===== src/hw/rtl/uch_pkg.sv =====
// types and constants shared by the utf-8 code point histogram block
// no dependencies; imported by every module of the block

package uch_pkg;

	localparam int CODE_W    = 21;
	localparam int BYTE_W    = 8;
	localparam int RIDX_W    = 10;
	localparam int RCNT_W    = 32;
	localparam int CONT_BITS = 6;

	// lead byte boundaries
	localparam logic [BYTE_W-1:0] LEAD2_MIN    = 8'hC0;
	localparam logic [BYTE_W-1:0] LEAD3_MIN    = 8'hE0;
	localparam logic [BYTE_W-1:0] LEAD4_MIN    = 8'hF0;
	localparam logic [BYTE_W-1:0] LEAD_BAD_MIN = 8'hF8;

	localparam int QUEUE_DEPTH = 2;
	localparam int QPTR_W      = $clog2(QUEUE_DEPTH);
	localparam int QFILL_W     = $clog2(QUEUE_DEPTH + 1);

	typedef enum logic {
		OP_FEED = 1'b0,
		OP_READ = 1'b1
	} op_t;

	typedef enum logic {
		KIND_CHAR = 1'b0,
		KIND_READ = 1'b1
	} kind_t;

	typedef enum logic [1:0] {
		ST_IDLE,
		ST_SCAN,
		ST_RDOUT
	} back_st_t;

	// one command from the decoder to the table engine
	typedef struct packed {
		op_t               op;
		logic [CODE_W-1:0] code;
		logic [RIDX_W-1:0] idx;
	} cmd_t;

endpackage


===== src/hw/rtl/uch_queue.sv =====
// short command queue between the decoder and the table engine
// depends on uch_pkg for cmd_t and the queue depth

module uch_queue import uch_pkg::*; (
	input  logic clk,
	input  logic arst_n,
	input  logic push,
	input  cmd_t push_data,
	input  logic pop,
	output cmd_t pop_data,
	output logic empty,
	output logic full
);

	cmd_t               slot_q [QUEUE_DEPTH];
	logic [QPTR_W-1:0]  wr_ptr_q;
	logic [QPTR_W-1:0]  rd_ptr_q;
	logic [QFILL_W-1:0] fill_q;

	assign empty    = (fill_q == '0);
	assign full     = (fill_q == QFILL_W'(QUEUE_DEPTH));
	assign pop_data = slot_q[rd_ptr_q];

	always_ff @(posedge clk) begin
		if (push) begin
			slot_q[wr_ptr_q] <= push_data;
		end
	end

	always_ff @(posedge clk or negedge arst_n) begin
		if (!arst_n) begin
			wr_ptr_q <= '0;
			rd_ptr_q <= '0;
			fill_q   <= '0;
		end else begin
			if (push) begin
				wr_ptr_q <= wr_ptr_q + 1'b1;
			end
			if (pop) begin
				rd_ptr_q <= rd_ptr_q + 1'b1;
			end
			unique case ({push, pop})
				2'b10:   fill_q <= fill_q + 1'b1;
				2'b01:   fill_q <= fill_q - 1'b1;
				default: fill_q <= fill_q;
			endcase
		end
	end

endmodule


===== config.mk =====
export PLATFORM = sky130hd
export DESIGN_NAME = uch_queue
export DESIGN_NICKNAME = d
export VERILOG_FILES = /design/src/hw/rtl/uch_pkg.sv /design/src/hw/rtl/uch_queue.sv
export SDC_FILE = /design/constraint.sdc
export NUM_CORES = 1
export LEC_CHECK = 0
export BUFFER_PORTS_ARGS = -buffer_cell sky130_fd_sc_hd__buf_2
export CORE_MARGIN = 4
export CORE_UTILIZATION = 50
export DETAILED_ROUTE_END_ITERATION = 12
export PLACE_DENSITY = 0.76
export SLEW_MARGIN = 20
export SYNTH_ARGS = -nofsm -noshare
export SYNTH_HDL_FRONTEND = slang
export SYNTH_SLANG_ARGS = --single-unit

===== constraint.sdc =====
create_clock -name clk -period 2.9 [get_ports clk]
set_input_delay 0.145 -clock clk [delete_from_list [all_inputs] [get_ports clk]]
set_output_delay 0.145 -clock clk [all_outputs]
set_load 0.02 [all_outputs]

Word level (Yosys, flattened, before mapping)
Memory sizes are Yosys's and may differ from the RTL's.
Cells that the tools add are included.
W data, S select, Z words.
{"block": "word_totals", "ramBits": 64, "out_inout_bits": 34, "register_bits": 4, "memories": 1}
{"name": "slot_q", "words": 2, "width": 32, "rd": 1, "rd_clocked_by_memory_dff": 0, "wr": 1, "line": "uch_queue.sv:15", "text": "cmd_t slot_q [QUEUE_DEPTH];"}
{"block": "classes", "n_mux": 3, "eq_ne": 3, "reduce_logical": 2, "addsub": 4}
{"op": "$eq A2 B2 Y1 const B", "count": 2}
{"op": "$pmux W2 S2", "count": 1}
{"op": "$add A1 B1 Y1 const B", "count": 2}
{"op": "$add A2 B1 Y2 const B", "count": 1}
{"op": "$eq A2 B1 Y1 const B", "count": 1}
{"op": "$logic_not A2 Y1", "count": 1}
{"op": "$mux W1", "count": 2}
{"op": "$reduce_bool A2 Y1", "count": 1}
{"op": "$sub A2 B1 Y2 const B", "count": 1}

Logic depth before layout (Yosys ltp)
Gate-level depths: netlist of run 1.
{"block": "logic_depth", "word_depth": 2, "ltp_mapped": 5, "ltp_nobuf": 5}

Least setup slack after synthesis of run 1
OpenSTA, ideal clock, no wires.
{"block": "synth_timing", "kind": "register to register", "from": "register wr_ptr_q", "to": "memory slot_q[0][0] (netlist name) (enable)", "t_arrival_ns": 1.759, "path_slack_ns": 0.719, "stages_incl_launch_ff": 2, "period_less_slack_ns": 2.181, "setup_time_ns": 0.422, "path_cell_list": "dfrtp_1 -> nor2_1"}
{"element": "start, declared", "line": "uch_queue.sv:16", "text": "logic [QPTR_W-1:0] wr_ptr_q;"}
{"element": "start signal, assigned", "line": "uch_queue.sv:37", "text": "wr_ptr_q <= wr_ptr_q + 1'b1;"}
{"element": "end, declared", "line": "uch_queue.sv:15"}
Straight into the memory's write port.

==> metrics, run 1 <==
Final setup viols 0; post-synthesis xor/xnor area fraction 0.01655; Yosys warnings 0; setup TNS 0 ns; Yosys cell types 13; CTS tree built; mean routed wirelength per cell about 16 µm; Clock Skew about 0.0032 ns; first-pass GRT wire length approximately 7500 µm; post-synthesis net count 153; total grt overflow 0; die area 6521 µm²; # rows 26; multiplexer area fraction after synthesis 0.1773; half-perimeter wire length after placement roughly 3000 µm; WL final 4868 µm; drt pass-1 iters 4; DRC Markers 0; Final min period roughly 1.9 ns; Final #Nets ~270; CP Launch Type flip-flop; Inserted Diodes 0; fmax 0.5322 GHz; Worst Path Required ~2.8 ns; Post-synth ARST share 0.05882; die width between 80 and 90 µm; routability cong. around 0.65; die height 80.75 µm; vias 1428; Worst VDD drop 0.0005328 V; r2r worst-path depth 2; Mapped Area 2646 µm²; Lkg Pwr roughly 1.4 nW; DP Area about 3000 µm²; Synth-to-Final Area Change 34.09%; worst min path class input pin to async pin; post-synthesis adder-cell area fraction 0.004728; Simple-Gate Fraction of Synth Area 0.008983; post-synthesis sequential area ratio 0.7641; final hold vios 0; Avg Inst Size Synth approximately 23 µm²; Critical R2R Capture slot_q[1][17]; clk sinks 68; unrepaired setup endpoints after global routing false; Max Buffers Root-to-Sink 2; # Max-Cap Violations 0; CP Capture Type output port; EDFF count, synth between 60 and 70; pwr dens approximately 900 nW/µm²; share of layout cells above drive strength 1 0.5021; synthesized flop and latch total between 60 and 70; IO buf count roughly 70; Primary FF master, synth edfxtp_1; ratio of final minimum period to clock period 0.6479; clk_lat worst skew 0.33 ns; Crit Reg-Reg Startpoint wr_ptr_q; Total Routing Usage GR 0.1643; Rel. slew slack 0.3883; Worst-path clk slew around 0.070 ns; Inserted Clock Buffers 9; fin area ~3500 µm²; Starting Density 0.5181; vias per cell about 4.7; vias in the first global route 1564; R2R Setup Slk between 1 and 1.5 ns; deepest level of the CTS H-tree 3; CORE AREA about 5000 µm²; post-route ant nets 0; max-slew violations 0; status finished clean; CTS root buffer clkbuf_8; crit path max fanout 12; compound-cell area share of the yosys netlist 0; crit path DAT ~1.7 ns; CP Class flip-flop to output port; initial antenna violation count 0; iteration-0 DRC count of the detailed router between 80 and 90; Top Ports 70; cell count after synthesis around 120; largest family of logic cells by synthesized area multiplexers; maximum number of pins on one net before global-route repair 33; Worst-Margin Slew slightly above 0.9 ns
metrics by stage:
| step | util | hold WS (ns) | setup slack (ns) | power (W) | instances |
|---|---|---|---|---|---|
| after floorplan | - | -0.1506 | 0.7193 | 0.002323 | 116 |
| after global placement | 0.5951 | -0.04864 | 1.245 | 0.002523 | 254 |
| after detailed placement | 0.5951 | -0.04239 | 1.150 | 0.002565 | 254 |
| after CTS | 0.6948 | 0.1250 | 0.9872 | 0.003233 | 305 |
| after global routing | 0.6948 | 0.1489 | 0.9291 | 0.003359 | 305 |
| final | 0.6948 | 0.1565 | 1.021 | 0.003209 | 305 |
power by group:
| group | switching, W | internal, W |
|---|---|---|
| sequential | 0.000110 | 0.00131 |
| combinational | 0.000615 | 0.000540 |
| clock | 0.000333 | 0.000300 |
| total | 0.00106 | 0.00215 |
worst max-delay path, stage by stage (launching register included):
cell and delay, ns:
dfrtp_2 0.58, buf_4 0.33, mux2_4 0.33, buf_2 0.16
layout by cell type (no fill, tap or decap), drive strengths merged:
cell type	netlist	final
clkinv	0	4
nor2	3	3
inv	1	1
dlygate4sd3	0	35
nor2b	1	1
clkbuf	0	10
dfrtp	4	4
mux2	32	32
clkinvlp	0	2
xor2	3	3
and2	1	1
xnor2	2	2
ha	1	1
buf	4	72
edfxtp	64	64
synthesized netlist by cell type, types with 2 or more instances:
library cell	instances	area [µm²]
edfxtp_1	64	1922
dfrtp_1	4	100.1
mux2_4	29	435.4
xnor2_1	2	17.52
buf_12	3	60.06
xor2_1	3	26.28
mux2_2	3	33.78
nor2_1	3	11.26
cell type report:
| cell class | instances | area, µm² |
|---|---|---|
| Sequential cell | 68 | 2023 |
| Fill cell | 341 | 1559 |
| Timing Repair Buffer | 107 | 718.2 |
| Multi-Input combinational cell | 43 | 556.8 |
| Clock buffer | 10 | 127.6 |
| Tap cell | 70 | 87.58 |
| Clock inverter | 6 | 31.28 |
| Inverter | 1 | 3.754 |
flip-flops by register name, summed over array words and instances, names as in the netlist:
signal    flops
fill_q        2
rd_ptr_q      1
slot_q       64
wr_ptr_q      1
metal layers:
metal	wire length [µm]	vias up	global-route usage
met5	0	-	0
met4	36	0	0.05574
met3	393	5	0.07428
met2	2550	56	0.2831
met1	1886	693	0.1807
li1	-	674	-
logic make-up (layout without fill, tap and decap cells):
family,count (synthesis),after routing
XOR/XNOR,5,5
adder cells (fa/ha/maj),1,1
buffers and inverters,5,124
flip-flops,68,68
multiplexers,32,32
AND/OR/NAND/NOR,5,5
what timing repair did:
action                                 CTS  global route
endpoints found under the hold margin   70             0
gates resized for setup                  0             0
hold buffers                            35             0
setup buffers                            0             0
worst max-delay path by stage:
stage	to	depth (start not counted)	start	slack, ns
after CTS	pop_data[3]	3	rd_ptr_q	0.99
after floorplan	slot_q[0][0]	1	wr_ptr_q	0.72
after global routing	pop_data[3]	3	rd_ptr_q	0.93
after global placement	slot_q[1][27]	2	wr_ptr_q	1.25
after detailed placement	slot_q[1][30]	2	wr_ptr_q	1.15
final	pop_data[3]	3	rd_ptr_q	1.02
No activity file was read; power rests on OpenSTA's default activity.
==> run 2, diff against run 1 <==
Settings changed: ABC_AREA from default to 1.
Clock period 2.9 ns to 1.9 ns, I/O delays scaled along.
==> metrics, run 2 <==
slowest stage cell, crit path dfrtp_2; crit path max fanout 25 (+13); Primary FF master, synth edfxtp_1; Worst-path clk slew 0.07 ns (about the same); post-route ant nets 0 (unchanged); mean routed wirelength per cell 11.90 µm (-25%); # placed instances 327 (+29%); post-synthesis sequential area ratio 0.7485 (-0.01557); iteration-0 DRC count of the detailed router 74 (-14%); Final setup viols 0 (unchanged); die area 6642 µm² (+1.9%); Max Buffers Root-to-Sink 2 (unchanged); Rel. slew slack 0.7146 (+0.3263); Synth-to-Final Area Change 35.20%; Finished Layout Cells 378 (+24%); Critical R2R Capture slot_q[0][4]; Synth top area share 0.7114 (-0.01480); synthesized flop and latch total 68 (unchanged); family with the most delay on the worst path buffers and inverters; M2 GR Usage 0.2793 (-0.003797); CTS tree built; share of layout cells above drive strength 1 0.3831 (-0.1190); Final #Nets 340 (+27%); clk sinks 68 (unchanged); max reg flops 64 (unchanged); fin util 0.7061 (+0.01134); busiest grt layer met2; vias 1686 (+18%); IO buf count 69 (unchanged); Inserted Diodes 0 (unchanged); CORE AREA 5172 µm² (+1.3%); Worst-Margin Slew 0.4280 ns (-0.4873 ns); die height 81.50 µm (+0.93%); top flop regs slot_q (64), fill_q (2); Worst VDD drop 0.0009551 V (+79%); met3 usage 0.03838 (-0.03590); Post-synth ARST share 0.05882 (unchanged); crit path buf inv count 2 (unchanged); unrepaired setup endpoints after global routing false; CP Class flip-flop to output port; drt pass-1 iters 4 (unchanged); commonest non-fill, non-tap cell in the layout buf_2; post-synth top area cell edfxtp_1; CP Capture Type output port; pwr dens 1409 nW/µm² (+56%); WL final 4499 µm (-7.6%); most frequent cells in the layout buf_2 (69), edfxtp_1 (64), inv_1 (38); Worst Path Required 1.80 ns (-0.96 ns); DRC Markers 0 (unchanged); Post-CTS Setup Bufs 0 (unchanged); half-perimeter wire length after placement 2822 µm (-7.4%); initial antenna violation count 0 (unchanged); CP Launch Type flip-flop; routability cong. 0.6862 (+5.6%); post-synthesis net count 228 (+49%); ratio of final minimum period to clock period 0.7969; grt met1 use 0.1531 (-0.02762); R2R Setup Slk 0.62 ns (-0.56 ns); die width 81.50 µm (+0.93%); Top reg by flops slot_q; max-slew violations 0 (unchanged); maximum number of pins on one net before global-route repair 41 (+24%); Starting Density 0.5223 (+0.004126); Total Routing Usage GR 0.1525 (-0.01186); Yosys cell types 15 (+2); most frequent cell after synthesis edfxtp_1; CTS root buffer clkbuf_8; r2r worst-path depth 2 (unchanged); Clock Skew 0.005561 ns (+0.002370 ns); ranking of synthesized cells by area edfxtp_1 (71%), o21ai_2 (8.8%), inv_1 (5.3%); setup TNS 0 ns (unchanged); status finished clean; crit-path cells buf_4 > o21ai_0 > buf_2; clk_lat worst skew 0.33 ns (about the same); synth cell count leaders edfxtp_1 (64), inv_1 (38), nand2_1 (37), o21ai_2 (27), buf_6 (6); Mapped Area 2701 µm² (+2.1%); # rows 26 (unchanged); final hold vios 0 (unchanged); vias per cell 4.460 (-4.7%); worst min path class input pin to async pin; crit-path max cell delay 0.43 ns (-0.15 ns); deepest level of the CTS H-tree 3 (unchanged); cell count after synthesis 191 (+65%); Lkg Pwr 1.582 nW (+9.3%); fmax between 0.6 and 0.7 GHz; # Max-Cap Violations 0 (unchanged); total grt overflow 0 (unchanged); crit path DAT 1.42 ns (-0.31 ns); EDFF count, synth 64 (unchanged); Top Ports 70 (unchanged); Crit Reg-Reg Startpoint wr_ptr_q; Yosys warnings 0 (unchanged); vias in the first global route 1677 (+7.2%); Avg Inst Size Synth 14.14 µm² (-38%); Final min period about 1.5 ns; Inserted Clock Buffers 9 (unchanged); first-pass GRT wire length 7300 µm (-3.1%)
## run 2: worst max-delay path by stage
| stage | cells past startpoint | start | to | slack [ns] |
|---|---|---|---|---|
| CTS | 4 | rd_ptr_q | pop_data[28] | 0.39 |
| global placement | 2 | wr_ptr_q | slot_q[0][3] | 0.63 |
| detailed placement | 2 | wr_ptr_q | slot_q[0][3] | 0.62 |
| floorplan | 1 | wr_ptr_q | slot_q[0][0] | 0.24 |
| finish | 3 | rd_ptr_q | pop_data[21] | 0.39 |
| global route | 4 | rd_ptr_q | pop_data[21] | 0.26 |
## run 2: routing by layer
layer,vias up,wire length (µm)
li1,863,-
met1,776,1757
met2,41,2387
met3,6,262
met4,0,91
met5,-,0
## run 2: power breakdown
part           switching, W  total (W)  internal (W)
clock network      0.000515    0.00111      0.000597
logic               0.00128    0.00193      0.000656
registers          0.000103    0.00210       0.00200
total               0.00189    0.00515       0.00325
## run 2: kinds of logic after synthesis
group / Yosys count / share of synthesized area
XOR/XNOR: 3 / 0.009729
AND/OR/NAND/NOR: 42 / 0.05975
AO/OA/AOI/OAI: 32 / 0.09680
flip-flops: 68 / 0.7485
adder cells (fa/ha/maj): 1 / 0.004631
buffers and inverters: 45 / 0.08059
## run 2: worst register-to-register path, cell delays in order (launching register included)
cell and delay (ns):
dfrtp_1 0.43, nor2_4 0.11, buf_4 0.39
## run 2: final cells by class
class	instances	area, µm²
Fill cell	374	1520
Tap cell	70	87.58
Clock inverter	7	67.56
Timing Repair Buffer	108	738.2
Sequential cell	68	2023
Inverter	38	142.6
Multi-Input combinational cell	78	469.2
Clock buffer	9	123.9
## run 2: timing repair
action	CTS	global route
hold buffers	35	0
resized for setup	0	0
endpoints found under the setup margin	0	0
hold endpoints to repair	70	0
## run 2: metrics by stage
stage	instance area (µm²)	total power [W]	worst slack (ns)	hold WS, ns
5_1_grt	3652	0.005469	0.2612	0.1108
3_5_place_dp	3110	0.004037	0.6190	-0.09072
4_1_cts	3652	0.005196	0.3852	0.08019
6_report	3652	0.005146	0.3858	0.1155
2_1_floorplan	2704	0.003540	0.2361	-0.2006
3_3_place_gp	3110	0.003993	0.6329	-0.09378
