### config.mk
export PLATFORM = sky130hd
export DESIGN_NAME = uch_front
export DESIGN_NICKNAME = d
export VERILOG_FILES = /design/src/hw/rtl/uch_pkg.sv /design/src/hw/rtl/uch_front.sv
export SDC_FILE = /design/constraint.sdc
export NUM_CORES = 1
export LEC_CHECK = 0
export BUFFER_PORTS_ARGS = -buffer_cell sky130_fd_sc_hd__clkbuf_2
export CAP_MARGIN = 20
export CORE_ASPECT_RATIO = 1.4
export CORE_MARGIN = 2
export CORE_UTILIZATION = 41
export CTS_CLUSTER_DIAMETER = 60
export CTS_CLUSTER_SIZE = 12
export DETAILED_ROUTE_END_ITERATION = 12
export GPL_ROUTABILITY_DRIVEN = 0
export HOLD_SLACK_MARGIN = 0.15
export PLACE_DENSITY = 0.81
export SYNTH_ARGS = -nofsm -noshare
export SYNTH_HDL_FRONTEND = slang
export SYNTH_SLANG_ARGS = --single-unit
### constraint.sdc
create_clock -name clk -period 1.59 [get_ports clk]
set_input_delay 0.3975 -clock clk [delete_from_list [all_inputs] [get_ports clk]]
set_output_delay 0.3975 -clock clk [all_outputs]
set_load 0.02 [all_outputs]
### src/hw/rtl/uch_pkg.sv
// types and constants shared by the utf-8 code point histogram block
// no dependencies; imported by every module of the block

package uch_pkg;

	localparam int CODE_W    = 21;
	localparam int BYTE_W    = 8;
	localparam int RIDX_W    = 10;
	localparam int RCNT_W    = 32;
	localparam int CONT_BITS = 6;

	// lead byte boundaries
	localparam logic [BYTE_W-1:0] LEAD2_MIN    = 8'hC0;
	localparam logic [BYTE_W-1:0] LEAD3_MIN    = 8'hE0;
	localparam logic [BYTE_W-1:0] LEAD4_MIN    = 8'hF0;
	localparam logic [BYTE_W-1:0] LEAD_BAD_MIN = 8'hF8;

	localparam int QUEUE_DEPTH = 2;
	localparam int QPTR_W      = $clog2(QUEUE_DEPTH);
	localparam int QFILL_W     = $clog2(QUEUE_DEPTH + 1);

	typedef enum logic {
		OP_FEED = 1'b0,
		OP_READ = 1'b1
	} op_t;

	typedef enum logic {
		KIND_CHAR = 1'b0,
		KIND_READ = 1'b1
	} kind_t;

	typedef enum logic [1:0] {
		ST_IDLE,
		ST_SCAN,
		ST_RDOUT
	} back_st_t;

	// one command from the decoder to the table engine
	typedef struct packed {
		op_t               op;
		logic [CODE_W-1:0] code;
		logic [RIDX_W-1:0] idx;
	} cmd_t;

endpackage

### src/hw/rtl/uch_front.sv
// front end: takes input transfers and rebuilds code points from utf-8 bytes
// depends on uch_pkg; feeds commands to uch_queue

module uch_front import uch_pkg::*; (
	input  logic              clk,
	input  logic              arst_n,
	input  logic              accept,
	input  op_t               op,
	input  logic [BYTE_W-1:0] data_byte,
	input  logic [RIDX_W-1:0] read_index,
	output logic              push,
	output cmd_t              cmd
);

	logic [1:0]        pending_q;
	logic [CODE_W-1:0] partial_q;
	logic [1:0]        nxt_pending;
	logic [CODE_W-1:0] nxt_partial;
	logic [CODE_W-1:0] cont_code;

	assign cont_code = {partial_q[CODE_W-CONT_BITS-1:0], data_byte[CONT_BITS-1:0]};

	always_comb begin
		nxt_pending = pending_q;
		nxt_partial = partial_q;
		push        = 1'b0;
		cmd.op      = OP_FEED;
		cmd.code    = '0;
		cmd.idx     = read_index;
		if (accept) begin
			if (op == OP_READ) begin
				// reads leave a partial sequence as it is
				push   = 1'b1;
				cmd.op = OP_READ;
			end else if (pending_q != 2'd0) begin
				nxt_pending = pending_q - 2'd1;
				if (pending_q == 2'd1) begin
					push        = 1'b1;
					cmd.code    = cont_code;
					nxt_partial = '0;
				end else begin
					nxt_partial = cont_code;
				end
			end else if (data_byte < LEAD2_MIN || data_byte >= LEAD_BAD_MIN) begin
				// ascii, stray continuation or invalid lead: taken raw
				push     = 1'b1;
				cmd.code = CODE_W'(data_byte);
			end else if (data_byte < LEAD3_MIN) begin
				nxt_partial = CODE_W'(data_byte[4:0]);
				nxt_pending = 2'd1;
			end else if (data_byte < LEAD4_MIN) begin
				nxt_partial = CODE_W'(data_byte[3:0]);
				nxt_pending = 2'd2;
			end else begin
				nxt_partial = CODE_W'(data_byte[2:0]);
				nxt_pending = 2'd3;
			end
		end
	end

	always_ff @(posedge clk or negedge arst_n) begin
		if (!arst_n) begin
			pending_q <= 2'd0;
			partial_q <= '0;
		end else begin
			pending_q <= nxt_pending;
			partial_q <= nxt_partial;
		end
	end

endmodule

## Word-level counts from Yosys, hierarchy flattened

Index checks and enable logic that the tools add are counted.

| word-level totals | value |
|---|---|
| memory bits (read-only) | 0 |
| logic and storage cells | 33 |
| output and inout bits | 33 |
| memories kept | 0 |
| bits in latches | 0 |
| register bits | 17 |
| bits in writable memories | 0 |
| input port bits | 22 |

| operators by class | value |
|---|---|
| divide/modulo/power cells | 0 |
| muxes and demuxes | 20 |
| reduce and logical (&&, ||, !) cells | 3 |
| bitwise logic cells | 1 |
| magnitude comparators | 4 |
| equality and inequality tests | 2 |
| multipliers | 0 |
| shift-type cells | 0 |
| $add $sub $neg | 1 |

Operator list:

| operator | number |
|---|---|
| $mux 21 | 3 |
| $mux 15 | 3 |
| $lt 8x8->1 const B | 3 |
| $mux 22 | 1 |
| $ge 8x8->1 const B | 1 |
| $mux 8 | 1 |
| $mux 1 | 7 |
| $mux 2 | 3 |
| $mux 5 | 1 |
| $mux 4 | 1 |
| $reduce_and 3->1 | 1 |
| $eq 2x1->1 const B | 1 |
| $ne 2x2->1 const B | 1 |
| $reduce_bool 2->1 | 1 |
| $sub 2x1->2 const B | 1 |
| $logic_or 1x1->1 | 1 |
| $not 1->1 | 1 |

## Depth between registers and ports, before layout

Gate-level depths: netlist of run 1.

| depth | value |
|---|---|
| depth after elaboration | 6 |
| mapped depth | 5 |
| gate-level depth less buffers | 3 |

## Least setup slack after synthesis of run 1

No wires, ideal clock.

| timing path | value |
|---|---|
| path type | register to output |
| start | register pending_q[0] |
| end | output cmd[21] (netlist name) |
| cell stages (with the launch flop) | 4 |
| buffers on the path | 1 |
| data arrival time | 1510 ps |
| setup slack | -318 ps |
| cells stage by stage | dfrtp_1 -> clkinv_1 -> clkbuf_1 -> nor4_1 |

RTL lines:

| what | line | source |
|---|---|---|
| from (decl) | uch_front.sv:15 | `logic [1:0] pending_q;` |
| from (signal assigned) | uch_front.sv:66 | `pending_q <= nxt_pending;` |
| to (decl) | uch_front.sv:12 | `output cmd_t cmd` |

==> results of run 1 <==
## worst max path at each step
stage	to	slack [ps]	cells past startpoint
after global placement	cmd[11]	-150	5
after detailed placement	cmd[11]	-180	5
after CTS	cmd[27]	-190	3
final	cmd[17]	-180	4
after floorplan	cmd[19]	-150	2
after global routing	cmd[17]	-240	4
## registers in the layout (all words and copies together) (netlist names)
name	count
partial_q	15
pending_q	2
## layout make-up
cell class	instances	area [sq um]	share of cell area (%)
multi-input combinational	85	796	40.2
tap	37	46.3	2.34
sequential	17	428	21.6
timing repair buffer	67	607	30.6
clock inverter	1	5.00	0.253
clock buffer	3	41.3	2.08
inverter	14	57.6	2.91
## cell families after synthesis
logic type,count (synthesis)
buf+inv,37
xor+xnor,1
compound gates,35
flops,17
mux,2
simple gates,47
## layer usage
| metal | part of all wire [%] | vias up | wire (microns) |
|---|---|---|---|
| li1 | - | 588 | - |
| met1 | 39 | 587 | 1380 |
| met2 | 55 | 54 | 1960 |
| met3 | 4.6 | 4 | 164 |
| met4 | 0.88 | 0 | 31 |
| met5 | 0 | - | 0 |
## worst max-delay path: stages (launching register included)
cell	delay, ps
dfrtp_2	460
clkinv_4	100
o211ai_1	140
a211oi_4	230
clkbuf_8	180
## repair_timing
action | in CTS | in global routing
hold buffers | 1 | 0
endpoints found under the hold margin | 17 | 0
pin swaps | 21 | 1
resized for setup | 49 | 25
setup endpoints to repair | 32 | 26
setup buffers | 6 | 1
## cell usage in the layout (no fill, tap or decap), drive strengths merged
cell type,count
and2b,1
o211ai,8
nand2,3
dlygate4sd3,1
o2111ai,1
and3b,1
nor4,13
nor2,2
clkinv,2
mux2i,2
o311a,1
a31oi,1
a22oi,3
dfrtp,17
a211oi,4
or3,1
o31ai,1
nand2b,1
and2,7
a41oi,1
inv,13
o21ai,14
buf,51
nand3,16
and4,1
a21oi,1
clkbuf,18
xnor2,1
and3,1
## power breakdown
part / switching (uW) / internal [uW] / leakage, uW
Combinational: 245 / 196 / 0.000555
Clock: 147 / 174 / 0.0000255
Sequential: 41.5 / 493 / 0.000214
## through the flow
step	instance area [sq um]	cells	total power, uW	TNS [ps]	util (%)
after floorplan	1430	139	820	-638	-
after global placement	1670	212	890	-1700	59.7
after detailed placement	1670	212	917	-2840	59.7
after CTS	1950	223	1290	-3560	69.9
after global routing	1980	224	1370	-4250	71.0
final	1980	224	1300	-3160	71.0
==> reports/metrics.csv, run 1 <==
stage,metric,value,unit
run_status,status,"finished, violations left",
run_status,violated checks,setup timing,
pwr,Max VDD drop,0.000334,V
pwr,pwr dens,654,mW/mm^2
drt,routed len/inst,15.8,microns
sta,final slew viol count,0,
drt,DRC viols,0,
sta,relative slew slack,70.9,%
global_route,met2 usage,45.3,%
synth,Yosys reg bits,17,
placed_design,port bufs,34,
die,die area,0.00332,sq mm
drt,DRT iter0 DRCs,52,
die,chip height,67.4,microns
placed_design,pre-CTS setup slack,-175,ps
sta,max frequency,566,MHz
global_route,initial antenna violation count,0,
global_route,Overflow after GRT,0,
synth,simple-gate share of the synthesized area,23.4,%
min_path,WHS Path Cells,3,
pwr,static leakage,0.000794,uW
sta,clk_skew,5.29,ps
drt,Detail Route Antenna Nets,0,
die,I/O pins,55,
global_route,layer with the highest usage,met2,
setup_path,critical path class,reg -> out,
min_path,hold crit path type,in -> reg,
global_route,global-route wire length before repair,5.99,mm
synth,top post-synthesis cells by count,"dfrtp_1 (17), nand3_1 (16), inv_1 (13), nor4_1 (13), buf_4 (11)",
sta,Final Hold Viols,0,
drt,Via-to-Cell Ratio,5.50,
synth,yosys warns,0,
final_layout,Layout area overhead,68.2,%
setup_path,RR Endpoint,partial_q[7],
synth,post-synthesis compound-gate area fraction,20.9,%
die,Site Rows,23,
synth,combinational family with the most area after synthesis,simple AND/OR/NAND/NOR gates,
setup_path,r2r startpoint,pending_q[0],
synth,post-synthesis mux area share,1.70,%
sta,Worst-Margin Slew,436,ps
setup_path,CP startpoint kind,register,
clock_network,H-Tree Depth,1,
sta,"Setup violations, final",22,
drt,WL final,3.54,mm
setup_path,reg2reg path depth,6,
synth,xor/xnor share of the synthesized area,0.744,%
synth,ranking of synthesized cells by area,"dfrtp_1 (36%), buf_4 (7.0%), nor4_1 (6.9%)",
synth,most common cell in the netlist,dfrtp_1,
synth,Synth area leader,dfrtp_1,
synth,Synth async-reset ratio,100,%
sta,final hold slack,441,ps
synth,Synth top area share,36.1,%
synth,mapped cell area,0.00118,sq mm
min_path,Hold Path Sink,partial_q[2],
final_layout,share of layout cells above drive strength 1,55.1,%
die,core area,0.00279,sq mm
synth,syn_nets,161,
sta,fin crit share,111,%
final_layout,nets,210,
synth,Post-synth EDFFs,0,
min_path,hold_sp,data_byte[2],
global_route,routing usage on met1,26.7,%
sta,RSZ-0062 raised after global routing,yes,
final_layout,fill cell count,214,
die,Die Wd,49.3,microns
clock_network,clock tree buffer depth,2,
sta,Final Critical Period,1770,ps
clock_network,Skew-Pair Late Insertion Delay,250,ps
synth,library cells used by synthesis,34,
setup_path,CP Capture Type,output pin,
final_layout,Antenna Cells,0,
setup_path,start point of the critical path,pending_q[0],
clock_network,CTS root buf,clkbuf_8,
setup_path,critical path data arrival time,1370,ps
flow_run,number of max-cap violations,0,
placed_design,hpwl dp,2.66,mm
global_route,All-Layer GR Usage,23.7,%
setup_path,worst reg-to-reg setup slack,60,ps
synth,Synth Area per Inst,8.47,sq um
drt,TritonRoute pass-1 iters,4,
clock_network,CTS tree,built,
global_route,met3 usage,3.76,%
clock_network,"Reg clk slew, reported paths",70,ps
clock_network,CTS buffer count,3,
synth,"Top FF cell, synth",dfrtp_1,
sta,setup ws final,-178,ps
setup_path,crit-path max FO,6,
synth,post-synthesis cell count,139,
die,Starting Density,42.2,%
drt,DR vias,1233,
setup_path,CP required,1190,ps
clock_network,# clock sinks,17,
global_route,vias in the first global route,1283,
synth,register area share after synthesis,36.1,%
synth,Post-Synth Adder-Cell Area,0,%
global_route,largest net degree at the start of global routing,18,
Power figures use the tool's default switching activity.
==> run 2: changes to the inputs <==
==> constraint.sdc (replaced) <==
create_clock -name clk -period 1.59 [get_ports clk]
set_input_delay 0.0795 -clock clk [delete_from_list [all_inputs] [get_ports clk]]
set_output_delay 0.0795 -clock clk [all_outputs]
set_load 0.02 [all_outputs]
==> reports/metrics.csv, run 2 (synthesized netlist as in run 1, its figures left out) <==
stage,metric,value,unit,change
drt,Detail Route Antenna Nets,0,,unchanged
sta,final slew viol count,0,,unchanged
setup_path,crit-path cells,buf_6 -> o311a_4 -> and2_1 -> clkbuf_8,,
die,Starting Density,42.2,%,unchanged
sta,max frequency,632,MHz,+12%
placed_design,dpl cell area,0.00128,sq mm,-23%
final_layout,share of layout cells above drive strength 1,39.0,%,-16 points
setup_path,crit path max-delay cell type,dfrtp_1,,
die,Site Rows,23,,unchanged
sta,clk_skew,6.65,ps,+1.36 ps
final_layout,top flop regs,"partial_q x15, pending_q x2",,
die,I/O pins,55,,unchanged
setup_path,reg2reg path depth,5,,-1
drt,DRC viols,0,,unchanged
setup_path,CP startpoint kind,register,,
final_layout,FF+latch area,427,sq um,-0.29%
final_layout,Largest Register,partial_q,,
drt,Via-to-Cell Ratio,5.73,,+4.0%
drt,routed len/inst,16.0,microns,+1.2%
clock_network,CTS tree,built,,
final_layout,Layout area overhead,40.5,%,
sta,final hold slack,159,ps,-282 ps
global_route,vias in the first global route,1195,,-6.9%
sta,RSZ-0062 raised after global routing,yes,,
clock_network,Skew-Pair Late Insertion Delay,260,ps,about the same
setup_path,worst reg-to-reg setup slack,70,ps,about the same
setup_path,r2r startpoint,pending_q[0],,
placed_design,DP Cell Count,192,,-9.4%
die,die area,0.00332,sq mm,unchanged
final_layout,area of the multi-input gates,698,sq um,-12%
die,chip height,67.4,microns,unchanged
placed_design,hpwl dp,2.15,mm,-19%
drt,DR vias,1197,,-2.9%
sta,fin crit share,99.5,%,-12 points
clock_network,"Reg clk slew, reported paths",70,ps,about the same
drt,TritonRoute pass-1 iters,4,,unchanged
setup_path,RR Endpoint,pending_q[1],,
clock_network,clock tree buffer depth,2,,unchanged
pwr,Max VDD drop,0.000373,V,+12%
sta,Final Hold Viols,0,,unchanged
setup_path,CP max stage delay,430,ps,-30 ps
setup_path,CP Capture Type,output pin,,
sta,"Setup violations, final",0,,-100%
global_route,global-route wire length before repair,5.35,mm,-11%
final_layout,number of flip-flops in the largest register,15,,unchanged
global_route,initial antenna violation count,0,,unchanged
final_layout,fill cell count,227,,+6.1%
drt,WL final,3.34,mm,-5.5%
sta,Final Critical Period,1580,ps,-186 ps
placed_design,port bufs,34,,unchanged
global_route,All-Layer GR Usage,20.7,%,-3.0 points
flow_run,number of max-cap violations,0,,unchanged
setup_path,critical path data arrival time,1500,ps,+130 ps
final_layout,Final Cell Area,0.00165,sq mm,-16%
run_status,status,finished clean,,
sta,final setup TNS,0,ps,+3160 ps
sta,Worst-Margin Slew,464,ps,+27.6 ps
setup_path,crit-path max FO,6,,unchanged
clock_network,CTS buffer count,3,,unchanged
final_layout,non-filler cells in the finished layout,209,,-6.7%
global_route,Overflow after GRT,0,,unchanged
final_layout,most frequent cells in the layout,"buf_4 (18), clkbuf_2 (17), nand3_1 (16), dfrtp_1 (16), inv_1 (13)",,
min_path,hold crit path type,in -> out,,
clock_network,H-Tree Depth,1,,unchanged
global_route,largest net degree at the start of global routing,24,,+6
setup_path,critical path class,reg -> out,,
setup_path,start point of the critical path,pending_q[0],,
setup_path,Worst Setup EP,cmd[15],,
setup_path,CP required,1510,ps,+320 ps
die,core area,0.00279,sq mm,unchanged
sta,relative slew slack,69.1,%,-1.8 points
final_layout,"commonest non-fill, non-tap cell in the layout",buf_4,,
final_layout,nets,195,,-7.1%
pwr,pwr dens,736,mW/mm^2,+13%
die,Die Wd,49.3,microns,unchanged
pwr,static leakage,0.000666,uW,-16%
clock_network,# clock sinks,17,,unchanged
final_layout,Antenna Cells,0,,unchanged
clock_network,CTS root buf,clkbuf_8,,
drt,DRT iter0 DRCs,43,,-17%
pwr,overall power,1220,uW,-6.0%
==> run 2: changes by cell type in the layout (fill, tap and decap cells not counted), sizes merged <==
cell | previous run | this run
buf | 51 | 27
dlygate4sd3 | 1 | 7
clkbuf | 18 | 21
==> run 2: repair_timing <==
action | 4_1_cts | 5_1_grt
pin swaps | 1 | 2
hold endpoints to repair | 23 | 0
setup buffers | 3 | 3
setup endpoints to repair | 18 | 20
resized for setup | 13 | 44
hold buffers | 7 | 0
==> run 2: critical path, delay by kind of cell, from the launching register on <==
family	cells	cell delay, ps
buffers and inverters	2	300
and+or+nand+nor	1	180
AOI/OAI and AO/OA	1	330
DFF	1	430
==> run 2: how the worst min path moves through the flow <==
stage                       start       endpoint  slack (ps)  depth (start not counted)
floorplan                  arst_n   partial_q[0]        -220                          0
global placement           arst_n  partial_q[12]          20                          1
detailed placement         arst_n  partial_q[14]          40                          1
CTS                 read_index[9]         cmd[9]         160                          0
global route        read_index[2]         cmd[2]         160                          0
finish              read_index[0]         cmd[0]         160                          0
==> run 2: where the power goes <==
| group | internal, uW | switching, uW | total (uW) |
|---|---|---|---|
| clock | 174 | 157 | 331 |
| combinational | 137 | 218 | 355 |
| sequential | 492 | 39.7 | 532 |
| total | 804 | 414 | 1220 |
==> run 2: layout make-up <==
class,count,share of cell area (%)
inverters,14,3.25
clock buffers,3,2.50
repair buffers,52,23.1
well taps,37,2.80
flip-flops and latches,17,25.8
multi-input cells,85,42.2
clock inverters,1,0.303
==> run 2: per-layer routing <==
| metal | up-vias | share of wire (%) | GRT usage, % |
|---|---|---|---|
| li1 | 559 | - | - |
| met1 | 578 | 39 | 23.5 |
| met2 | 51 | 54 | 34.8 |
| met3 | 9 | 5.3 | 4.87 |
| met4 | 0 | 1.9 | 13.6 |
| met5 | - | 0 | 0 |
==> run 2: stage by stage <==
step,utilization (%),setup WS (ps)
2_1_floorplan,-,0.310
3_3_place_gp,45.9,129
3_5_place_dp,45.9,18.7
4_1_cts,52.9,3.03
5_1_grt,59.3,-22.9
6_report,59.3,8.49
